### src/rtl/core/bqf_pkg.sv
// Shared constants for the biquad audio filter: register map and gain format.
`timescale 1ns / 1ps
`default_nettype none

package bqf_pkg;

	// gain format, unsigned Q1.15
	localparam int GAIN_WIDTH = 16;
	localparam int GAIN_FRAC  = 15;

	// APB geometry: six 32-bit registers at 4*i
	localparam int APB_DATA_W = 32;
	localparam int APB_ADDR_W = 5;
	localparam int REG_IDX_W  = 3;

	// register indexes (paddr[4:2])
	localparam logic [REG_IDX_W-1:0] REG_B0   = 3'd0;
	localparam logic [REG_IDX_W-1:0] REG_B1   = 3'd1;
	localparam logic [REG_IDX_W-1:0] REG_B2   = 3'd2;
	localparam logic [REG_IDX_W-1:0] REG_A1   = 3'd3;
	localparam logic [REG_IDX_W-1:0] REG_A2   = 3'd4;
	localparam logic [REG_IDX_W-1:0] REG_GAIN = 3'd5;

endpackage

`default_nettype wire

### src/rtl/core/bqf_regs.sv
// APB register file holding the five filter coefficients and the output gain.
`timescale 1ns / 1ps
`default_nettype none

module bqf_regs import bqf_pkg::*; #(
	parameter int COEF_FRAC_BITS = 16
) (
	input  wire logic                         clk,
	input  wire logic                         arst_n,
	input  wire logic                         psel,
	input  wire logic                         penable,
	input  wire logic                         pwrite,
	input  wire logic [APB_ADDR_W-1:0]        paddr,
	input  wire logic [APB_DATA_W-1:0]        pwdata,
	output logic      [APB_DATA_W-1:0]        prdata,
	output logic                              pready,
	output logic signed [COEF_FRAC_BITS+1:0]  coef_b0,
	output logic signed [COEF_FRAC_BITS+1:0]  coef_b1,
	output logic signed [COEF_FRAC_BITS+1:0]  coef_b2,
	output logic signed [COEF_FRAC_BITS+1:0]  coef_a1,
	output logic signed [COEF_FRAC_BITS+1:0]  coef_a2,
	output logic        [GAIN_WIDTH-1:0]      output_gain
);

	localparam int CW = COEF_FRAC_BITS + 2;
	localparam logic signed [CW-1:0] B0_RESET = CW'(1) << COEF_FRAC_BITS;
	localparam logic [GAIN_WIDTH-1:0] GAIN_RESET = GAIN_WIDTH'(1) << GAIN_FRAC;

	logic                 wr_en;
	logic [REG_IDX_W-1:0] idx;

	assign pready = 1'b1;
	assign wr_en  = psel && penable && pwrite;
	assign idx    = paddr[APB_ADDR_W-1:2];

	always_ff @(posedge clk or negedge arst_n) begin
		if (!arst_n) begin
			coef_b0     <= B0_RESET;
			coef_b1     <= '0;
			coef_b2     <= '0;
			coef_a1     <= '0;
			coef_a2     <= '0;
			output_gain <= GAIN_RESET;
		end else if (wr_en) begin
			unique case (idx)
				REG_B0:   coef_b0     <= signed'(pwdata[CW-1:0]);
				REG_B1:   coef_b1     <= signed'(pwdata[CW-1:0]);
				REG_B2:   coef_b2     <= signed'(pwdata[CW-1:0]);
				REG_A1:   coef_a1     <= signed'(pwdata[CW-1:0]);
				REG_A2:   coef_a2     <= signed'(pwdata[CW-1:0]);
				REG_GAIN: output_gain <= pwdata[GAIN_WIDTH-1:0];
				default:  ; // unmapped slots ignore writes
			endcase
		end
	end

	// coefficients read back sign-extended
	always_comb begin
		unique case (idx)
			REG_B0:   prdata = APB_DATA_W'(coef_b0);
			REG_B1:   prdata = APB_DATA_W'(coef_b1);
			REG_B2:   prdata = APB_DATA_W'(coef_b2);
			REG_A1:   prdata = APB_DATA_W'(coef_a1);
			REG_A2:   prdata = APB_DATA_W'(coef_a2);
			REG_GAIN: prdata = APB_DATA_W'(output_gain);
			default:  prdata = '0;
		endcase
	end

endmodule

`default_nettype wire

### config.mk
export PLATFORM = sky130hd
export DESIGN_NAME = bqf_regs
export DESIGN_NICKNAME = d
export VERILOG_FILES = /design/src/rtl/core/bqf_pkg.sv /design/src/rtl/core/bqf_regs.sv
export SDC_FILE = /design/constraint.sdc
export NUM_CORES = 1
export LEC_CHECK = 0
export BUFFER_PORTS_ARGS = -buffer_cell sky130_fd_sc_hd__buf_2
export CAP_MARGIN = 20
export CORE_MARGIN = 2
export CORE_UTILIZATION = 54
export CTS_CLUSTER_SIZE = 10
export DETAILED_ROUTE_END_ITERATION = 10
export HOLD_SLACK_MARGIN = 0.03
export PLACE_DENSITY_LB_ADDON = 0.12
export SYNTH_ARGS = -nofsm -noshare
export SYNTH_HDL_FRONTEND = slang
export SYNTH_SLANG_ARGS = --single-unit
### constraint.sdc
create_clock -name clk -period 4.35 [get_ports clk]
set_input_delay 1.0875 -clock clk [delete_from_list [all_inputs] [get_ports clk]]
set_output_delay 1.0875 -clock clk [all_outputs]
set_load 0.05 [all_outputs]
==> metrics.txt <==
switching share of power=0.4478; max-slew headroom at the worst pin=0.3567; total core area=9109 um2; Yosys warning total=0; mean instance size in the synthesized netlist=13.57 um2; Max IR drop VDD=0.2806 mV; number of vias per cell after detailed routing=5.629; Skew-Pair Late Insertion Delay=370 ps; required time of the worst setup path=3260 ps; boundary pin count=181; RSZ-0062 raised after global routing=false; global-route usage over all layers=0.2512; DIE HEIGHT=100.2 um; ratio of cells with drive above 1 in the final layout=0.5908; main flop type after synthesis=sky130_fd_sc_hd__dfrtp_1; final core occ=0.6670; met1 track utilization from global routing=0.3566; number of nets still failing antenna checks after routing=0; largest incremental delay on the critical path=360 ps; switching power total=0.001580 W; area grow syn2layout=21.64%; number of enable flip-flop cells after synthesis=0; most frequent cell after synthesis=sky130_fd_sc_hd__mux2_2; Num CTS Buffers=9; Final Cycle Share=0.8561; deepest clock path buffer count=2; shortest period the worst path allows=3724 ps; routability-driven placement congestion ratio=0.7969; combinational power share=0.423; Setup Skew=0 ps; remaining global-route overflow=0; global routing met2 resource utilization=0.3893; largest net degree at the start of global routing=61; critical path's slowest cell=sky130_fd_sc_hd__buf_4; count of distinct cell types in the synthesized netlist=31; result of the run=finished clean; syn_nets=410; Post-CTS Setup Repair Bufs=0; Pleak=3.135 nW; via count of the first global-routing pass=3348; wire length of the first global-routing pass=19030 um; post-synth top area share=0.5210; number of resized instances in the post-cts repair step=0; half-perimeter wire length after detailed placement=8430 um; M3 GR Usage=0.06894; Initial Utilization=0.5484; Die Width=100.2 um; number of rows created at floorplan=35; busiest layer in global routing=met2; most area-hungry cell type in the Yosys netlist=sky130_fd_sc_hd__dfrtp_1; upper clock frequency limit=268.5 MHz; most instantiated cells after synthesis=sky130_fd_sc_hd__mux2_2 (112), sky130_fd_sc_hd__dfrtp_1 (104), sky130_fd_sc_hd__mux2i_1 (36), sky130_fd_sc_hd__buf_4 (15), sky130_fd_sc_hd__o21ai_0 (14); startpoint type of the worst setup path=input port; CP cell instances=buf_2 > buf_4 > nand2b_1 > buf_4 > nor2_1 > a221o_1 > buf_2; Seq cells post-synth=106; Port Buffers=163; number of sinks on the clock net=106; Pre-antenna DRT Iters=4; max capacitance violation total=0; cell area after synthesis=4995 um2; Hold Violations, Final=0; arrival time worst endpoint=2640 ps; kind of critical path=input port to primary output; setup TNS=0 ps; antenna diode count=0; worst-path fanout max=23; detailed-route DRC error count=0; Worst Hold Class=flop to flop; net count reported at finish=560; die footprint=10040 um2; # hold bufs at CTS=0; routed wirelength normalized by instance count=19.47 um; top post-synthesis cells by area=sky130_fd_sc_hd__dfrtp_1 (52%), sky130_fd_sc_hd__mux2_2 (25%), sky130_fd_sc_hd__mux2i_1 (7.2%); depth of the CTS H-tree=3; Internal=0.001948 W; number of slew-limit violations in the final report=0; transition time of the tightest slew-check pin=964.9 ps; power density over cell area=580.7 nW/um2; share of power burned in the clock network=0.201; routed via count=3569; final WL=12340 um; sequential fraction of the synthesis area=0.5316; setup violation total in the final timing report=0; Synth async-reset ratio=1.000; CTS tree=yes; WHS=534.1 ps; sequential share of power=0.376; kind of capture point of the worst setup path=primary output; clock slew at the register clock pins of the worst setup and hold paths=90 ps; root buffer selected by CTS=sky130_fd_sc_hd__clkbuf_8; number of antenna violations at the first check in global routing=0; Pwr Total=0.003528 W; cell count after synthesis=368; DRC marker count from the first detailed-route iteration=123
## layer usage
metal / routed length, um / vias up / part of all wire
met4: 101 / 0 / 0.0082
met5: 0 / - / 0
met1: 5661 / 1797 / 0.46
met3: 830 / 8 / 0.067
li1: - / 1633 / -
met2: 5749 / 131 / 0.47
## critical path: cells and delay by family
kind	cells	cell delay (ps)
buffers and inverters	4	1000
AO/OA/AOI/OAI	1	280
AND/OR/NAND/NOR	2	250
## power groups by stage
| stage | combinational (W) | sequential [W] | clock [W] |
|---|---|---|---|
| final | 0.00149 | 0.00133 | 0.000708 |
| after global routing | 0.00156 | 0.00135 | 0.000767 |
| after CTS | 0.00150 | 0.00132 | 0.000722 |
| after detailed placement | 0.00150 | 0.00134 | 0 |
| after global placement | 0.00148 | 0.00133 | 0 |
| after floorplan | 0.000481 | 0.00201 | 0 |
## state kept, by name, summed over array words and instances (netlist names)
name         cells
coef_a2         18
coef_b1         18
coef_a1         18
coef_b0         18
output_gain     16
coef_b2         18
## stage by stage
step	cell area [um2]	setup WS, ps	instances
final	6076	626.2	634
after global routing	6076	557.4	634
after CTS	6076	632.0	634
after detailed placement	5839	638.9	618
after global placement	5839	674.2	618
after floorplan	4995	305.6	368
## cells by family after synthesis
| group | after synthesis | share of synthesized area |
|---|---|---|
| multiplexers | 148 | 0.3247 |
| flip-flops | 106 | 0.5316 |
| other | 1 | 0.0007508 |
| buffers and inverters | 41 | 0.04810 |
| AND/OR/NAND/NOR | 33 | 0.03908 |
| AO/OA/AOI/OAI | 39 | 0.05586 |
## cells in the final DEF, fill, tap and decap left out, drive strengths merged, types with 3 or more instances in the layout
| cell | synthesis | final |
|---|---|---|
| a221o | 7 | 7 |
| buf | 31 | 175 |
| bufinv | 0 | 3 |
| clkbuf | 5 | 11 |
| dfrtp | 104 | 104 |
| inv | 5 | 5 |
| mux2 | 112 | 112 |
| mux2i | 36 | 36 |
| nand3 | 9 | 9 |
| nor2 | 13 | 13 |
| o21a | 3 | 3 |
| o21ai | 14 | 14 |
| o221ai | 3 | 3 |
| o22ai | 4 | 4 |
| o32a | 4 | 4 |
## worst paths after layout
kind                              endpoint  slack (ps)        from  cells after the start
max in group asynchronous  output_gain[15]        2700      arst_n                      2
hold reg to reg                 coef_a1[9]         530  coef_a1[9]                      1
min in group asynchronous       coef_a1[2]         790      arst_n                      1
hold / removal                  coef_a1[9]         530  coef_a1[9]                      1
setup / recovery                prdata[15]         630    paddr[4]                      7
setup reg to reg                coef_b0[0]        3530  coef_b0[0]                      1
## cell type report
cell class,instances,area (um2)
clock buffer,11,131.4
tap,111,138.9
fill,724,3033
timing repair buffer,175,920.9
sequential,106,2655
inverter,5,18.77
multi-input combinational,221,2106
clock inverter,5,105.1
(Power assumes the default switching activity.)
