### src/rtl/core/bqf_pkg.sv
// Shared constants for the biquad audio filter: register map and gain format.
`timescale 1ns / 1ps
`default_nettype none

package bqf_pkg;

	// gain format, unsigned Q1.15
	localparam int GAIN_WIDTH = 16;
	localparam int GAIN_FRAC  = 15;

	// APB geometry: six 32-bit registers at 4*i
	localparam int APB_DATA_W = 32;
	localparam int APB_ADDR_W = 5;
	localparam int REG_IDX_W  = 3;

	// register indexes (paddr[4:2])
	localparam logic [REG_IDX_W-1:0] REG_B0   = 3'd0;
	localparam logic [REG_IDX_W-1:0] REG_B1   = 3'd1;
	localparam logic [REG_IDX_W-1:0] REG_B2   = 3'd2;
	localparam logic [REG_IDX_W-1:0] REG_A1   = 3'd3;
	localparam logic [REG_IDX_W-1:0] REG_A2   = 3'd4;
	localparam logic [REG_IDX_W-1:0] REG_GAIN = 3'd5;

endpackage

`default_nettype wire

### src/rtl/core/bqf_out_if.sv
// Output sample stream interface: valid/ready plus filtered sample.
`timescale 1ns / 1ps
`default_nettype none

interface bqf_out_if #(
	parameter int SAMPLE_WIDTH = 16
) ();
	logic                           valid;
	logic                           ready;
	logic signed [SAMPLE_WIDTH-1:0] sample_out;

	modport source (output valid, output sample_out, input ready);
	modport sink (input valid, input sample_out, output ready);
endinterface

`default_nettype wire

### src/rtl/core/bqf_gain.sv
// Output gain stage: Q1.15 gain multiply, rounding, saturation, output register.
`timescale 1ns / 1ps
`default_nettype none

module bqf_gain import bqf_pkg::*; #(
	parameter int SAMPLE_WIDTH = 16
) (
	input  wire logic                          clk,
	input  wire logic                          arst_n,
	input  wire logic [GAIN_WIDTH-1:0]         output_gain,
	input  wire logic                          y_valid,
	output logic                               y_ready,
	input  wire logic signed [SAMPLE_WIDTH-1:0] y,
	bqf_out_if.source                          filtered
);

	localparam int SW = SAMPLE_WIDTH;
	localparam int GW = SW + GAIN_WIDTH + 1;
	localparam logic signed [GW-1:0] HALF  = GW'(1) << (GAIN_FRAC - 1);
	localparam logic signed [GW-1:0] S_MAX = (GW'(1) << (SW - 1)) - GW'(1);
	localparam logic signed [GW-1:0] S_MIN = -S_MAX - GW'(1);

	logic                        valid_s3;
	logic signed [SW-1:0]        sample_out_s3;
	logic signed [GAIN_WIDTH:0]  gain_sx;
	logic signed [GW-1:0]        prod, prod_rnd, prod_sh;
	logic signed [SW-1:0]        g_next;

	assign y_ready = !valid_s3 || filtered.ready;

	always_comb begin
		gain_sx  = signed'({1'b0, output_gain});
		prod     = GW'(y) * GW'(gain_sx);
		prod_rnd = prod + HALF;
		prod_sh  = prod_rnd >>> GAIN_FRAC;
		if (prod_sh > S_MAX) begin
			g_next = S_MAX[SW-1:0];
		end else if (prod_sh < S_MIN) begin
			g_next = S_MIN[SW-1:0];
		end else begin
			g_next = prod_sh[SW-1:0];
		end
	end

	always_ff @(posedge clk or negedge arst_n) begin
		if (!arst_n) begin
			valid_s3 <= 1'b0;
		end else if (y_ready) begin
			valid_s3 <= y_valid;
		end
	end

	always_ff @(posedge clk) begin
		if (y_ready && y_valid) begin
			sample_out_s3 <= g_next;
		end
	end

	assign filtered.valid      = valid_s3;
	assign filtered.sample_out = sample_out_s3;

endmodule

`default_nettype wire

### src/flat_wrapper.sv
// flat-port wrapper written by rule: the top's interface ports become plain ports
module bqf_gain_flat import bqf_pkg::*;
#(
	parameter int SAMPLE_WIDTH = 16
)
  (clk, arst_n, output_gain, y_valid, y_ready, y, filtered_valid, filtered_sample_out, filtered_ready);
  bqf_out_if #(.SAMPLE_WIDTH(SAMPLE_WIDTH)) filtered_i ();
  input  wire logic clk;
  input  wire logic arst_n;
  input  wire logic [GAIN_WIDTH-1:0] output_gain;
  input  wire logic y_valid;
  output logic y_ready;
  input  wire logic signed [SAMPLE_WIDTH-1:0] y;
  output wire logic [$bits(filtered_i.valid)-1:0] filtered_valid;
  output wire logic [$bits(filtered_i.sample_out)-1:0] filtered_sample_out;
  input wire logic [$bits(filtered_i.ready)-1:0] filtered_ready;
  assign filtered_valid = filtered_i.valid;
  assign filtered_sample_out = filtered_i.sample_out;
  assign filtered_i.ready = filtered_ready;
  bqf_gain #(.SAMPLE_WIDTH(SAMPLE_WIDTH)) u_core (.clk(clk), .arst_n(arst_n), .output_gain(output_gain), .y_valid(y_valid), .y_ready(y_ready), .y(y), .filtered(filtered_i));
endmodule
### config.mk
export PLATFORM = sky130hd
export DESIGN_NAME = bqf_gain_flat
export DESIGN_NICKNAME = d
export VERILOG_FILES = /design/src/rtl/core/bqf_pkg.sv /design/src/rtl/core/bqf_out_if.sv /design/src/rtl/core/bqf_gain.sv /design/src/flat_wrapper.sv
export SDC_FILE = /design/constraint.sdc
export NUM_CORES = 1
export LEC_CHECK = 0
export ABC_AREA = 0
export BUFFER_PORTS_ARGS = -buffer_cell sky130_fd_sc_hd__buf_2
export CORE_UTILIZATION = 30
export CTS_BUF_LIST = sky130_fd_sc_hd__clkbuf_2
export DETAILED_ROUTE_END_ITERATION = 12
export PLACE_DENSITY = 0.48
export REMOVE_ABC_BUFFERS = 1
export SLEW_MARGIN = 30
export SYNTH_ARGS = -nofsm -noshare
export SYNTH_HDL_FRONTEND = slang
export SYNTH_SLANG_ARGS = --single-unit
### constraint.sdc
create_clock -name clk -period 3.2 [get_ports clk]
set_clock_uncertainty 0.05 [all_clocks]
set_input_delay 0.16 -clock clk [delete_from_list [all_inputs] [get_ports clk]]
set_output_delay 0.16 -clock clk [all_outputs]
set_load 0.05 [all_outputs]
==> metrics.txt <==
status finished with violations; violated checks negative setup slack; syn avg cell area roughly 9.0 um2; cell at the root of the clock tree clkbuf_2; dpl hpwl roughly 20 mm; clock period minus final worst setup slack 5.82 ns; worst endpoint required time approximately 3.2 ns; max cap viols 0; Die Area about 0.032 mm2; count of standard-cell rows 63; total wire length after detailed routing 23.4 mm; number of I/O port buffers 53; actual transition at the worst max-transition pin 0.699 ns; fraction of the mapped netlist area in compound gates under 10%; multiplexer area fraction after synthesis 0.108%; number of antenna violations at the first check in global routing 0; synthesized instance count 1023; via count normalized by instance count approximately 4.5; post-synth design cell area 0.00925 mm2; GRT overflow 0; vertical die dimension between 150 and 200 um; area delta synth->final 28.3%; latest clock arrival within the worst-skew pair just under 0.3 ns; final number of hold-violating endpoints 0; setup repair after global routing missed its margin true; Initial Utilization 30.9%; Worst Setup Start Kind primary input; first-pass GRT wire length 38.8 mm; post-synthesis adder-cell area fraction 57.8%; warnings from Yosys 0; 1st-pass router iterations 4; Async S/R FF share, synth between 5 and 6%; register cell area after layout about 500 um2; share of the synthesized netlist area taken by xor and xnor gates between 1.5 and 2%; die outline width 178 um; largest cells by area after synthesis fa_1, ha_1, inv_1; area used by multi-input combinational logic 0.00814 mm2; Routed WL per cell about 15 um; largest net degree at the start of global routing 17; number of storage elements in the synthesis netlist 17; number of global-route vias before repair 7645; Main synth FF type edfxtp_1; final count of negative-setup-slack endpoints 16; filler cell count 3085; synth cell count leaders inv_1, fa_1, nand2_1; worst hold margin 0.0764 ns; count of final max-slew check failures 0; count of nets after finishing 1558; number of enable flip-flop cells after synthesis 16; number of CTS-inserted buffers 3; Initial DRC Count 187; non-filler instance count after layout 1600; antenna diode instance count 0; number of I/O pins 54; post-route DRC violation count 0; worst-path fanout max 8; dominant cell by count in the synthesized netlist inv_1; simple-gate area share of the yosys netlist 16.9%; TritonCTS clock tree done; crit path setup slack, layout -2.62 ns; clock-pin slew of the registers on the worst-case setup and hold paths 0.16 ns; cell taking the most area after synthesis fa_1; depth of the CTS H-tree 1; proportion of synthesized chip area in sequential cells under 10%; post-route setup TNS -41.29 ns; clk buf depth 2; Placement Setup Slack -3.43 ns; Tightest Hold Check Type primary input to flip-flop; Placed Instances 1568; Worst slew margin 53.4%; clock sinks 17; routed vias 7206; largest family of logic cells by synthesized area adder cells; crit share post-route 182%; Core Region 0.0300 mm2; count of unique library cells instantiated by Yosys 54; arrival time at the worst endpoint slightly below 6 ns; overall routing resource usage 15.6%; fraction of final layout cells with drive strength greater than 1 26.3%; share of the synthesized area in the top cell type 42.0%; Setup Crit Path Kind primary input to flip-flop; Routability Congestion 0.797; remaining antenna violation count 0; Peak Freq 0.172 GHz; Critical Path Sink Type flip-flop
critical path: stages:
cell and delay [ns]:
buf_12 0.11, buf_8 0.13, and2_4 0.15, fa_1 0.56, fa_1 0.45, fa_1 0.59, fa_1 0.43, fa_1 0.49
inv_1 0.05, fa_1 0.49, inv_2 0.05, ha_4 0.21, a21o_1 0.16, a21o_1 0.20, a21o_1 0.17, or3b_4 0.41
o31ai_4 0.24, o21ai_2 0.12, buf_4 0.16, o21ai_4 0.08, o2111ai_4 0.21, a21o_1 0.22
final cells by class:
type                       instances  area share [%]
tap                              390            4.11
sequential                        17            4.26
timing repair buffer             219            15.2
inverter                         241            7.63
clock buffer                       4           0.169
multi-input combinational        729            68.7
repair_timing:
item	in CTS	in global routing
cloned	1	0
pin swaps	40	79
hold buffers	2	0
hold endpoints to repair	2	0
gates resized for setup	80	103
endpoints found under the setup margin	16	16
setup buffers	15	12
cells in the final DEF, fill, tap and decap left out, types with 3 or more instances in the layout:
master	synthesis	final
a21o_1	14	14
a21oi_1	16	10
a21oi_2	1	6
and2_1	110	101
and2_4	0	9
buf_12	0	8
buf_2	1	31
buf_4	0	147
buf_6	2	22
buf_8	0	6
clkbuf_2	0	4
clkbuf_4	0	3
edfxtp_1	16	16
fa_1	194	180
fa_2	0	14
ha_1	117	107
ha_4	0	9
inv_1	240	225
inv_2	1	16
nand2_1	145	138
nand2_2	0	4
nand2_4	0	3
nand2b_1	11	11
nand3_1	3	3
nand4_1	5	5
nor2_1	27	25
nor3_1	7	4
o211ai_1	3	3
o21a_1	11	11
o21ai_0	7	5
o21ai_2	1	4
xnor2_1	11	11
xor2_1	6	6
logic make-up (layout without fill, tap and decap cells):
kind of cell,after synthesis,in the layout
flops,17,17
buf+inv,278,464
xor+xnor,17,17
compound gates,82,83
mux,1,1
simple gates,317,317
fa+ha+maj,311,311
stage by stage:
step	util, %	area (um2)
final	39.6	11900
after global routing	39.6	11900
after CTS	38.1	11400
after detailed placement	36.4	10900
after global placement	36.4	10900
after floorplan	-	9090
routing by layer:
metal | wire length, um | vias to the layer above | GRT usage (%)
li1 | - | 3456 | -
met2 | 12100 | 98 | 28.1
met5 | 0 | - | 0
met3 | 635 | 17 | 1.09
met1 | 10500 | 3635 | 21.0
met4 | 223 | 0 | 1.21
state kept, by name, indices dropped and copies added, names as in the netlist:
| name | count |
|---|---|
| u_core.filtered.sample_out | 16 |
| u_core.filtered.valid | 1 |
worst paths after layout:
check / from / end / slack (ns) / cells past startpoint
min: filtered_ready / u_core.filtered.valid / 0.08 / 3
min reg2reg: u_core.filtered.valid / u_core.filtered.valid / 0.49 / 2
max reg2reg: u_core.filtered.valid / u_core.filtered.sample_out[1] / 1.70 / 2
max: output_gain[6] / u_core.filtered.sample_out[0] / -2.62 / 22
max in group asynchronous: arst_n / u_core.filtered.valid / 2.93 / 2
min in group asynchronous: arst_n / u_core.filtered.valid / 0.09 / 2
Power is not shown: default switching activity piles up to over one toggle a cycle in this logic, so the estimate is an artifact.
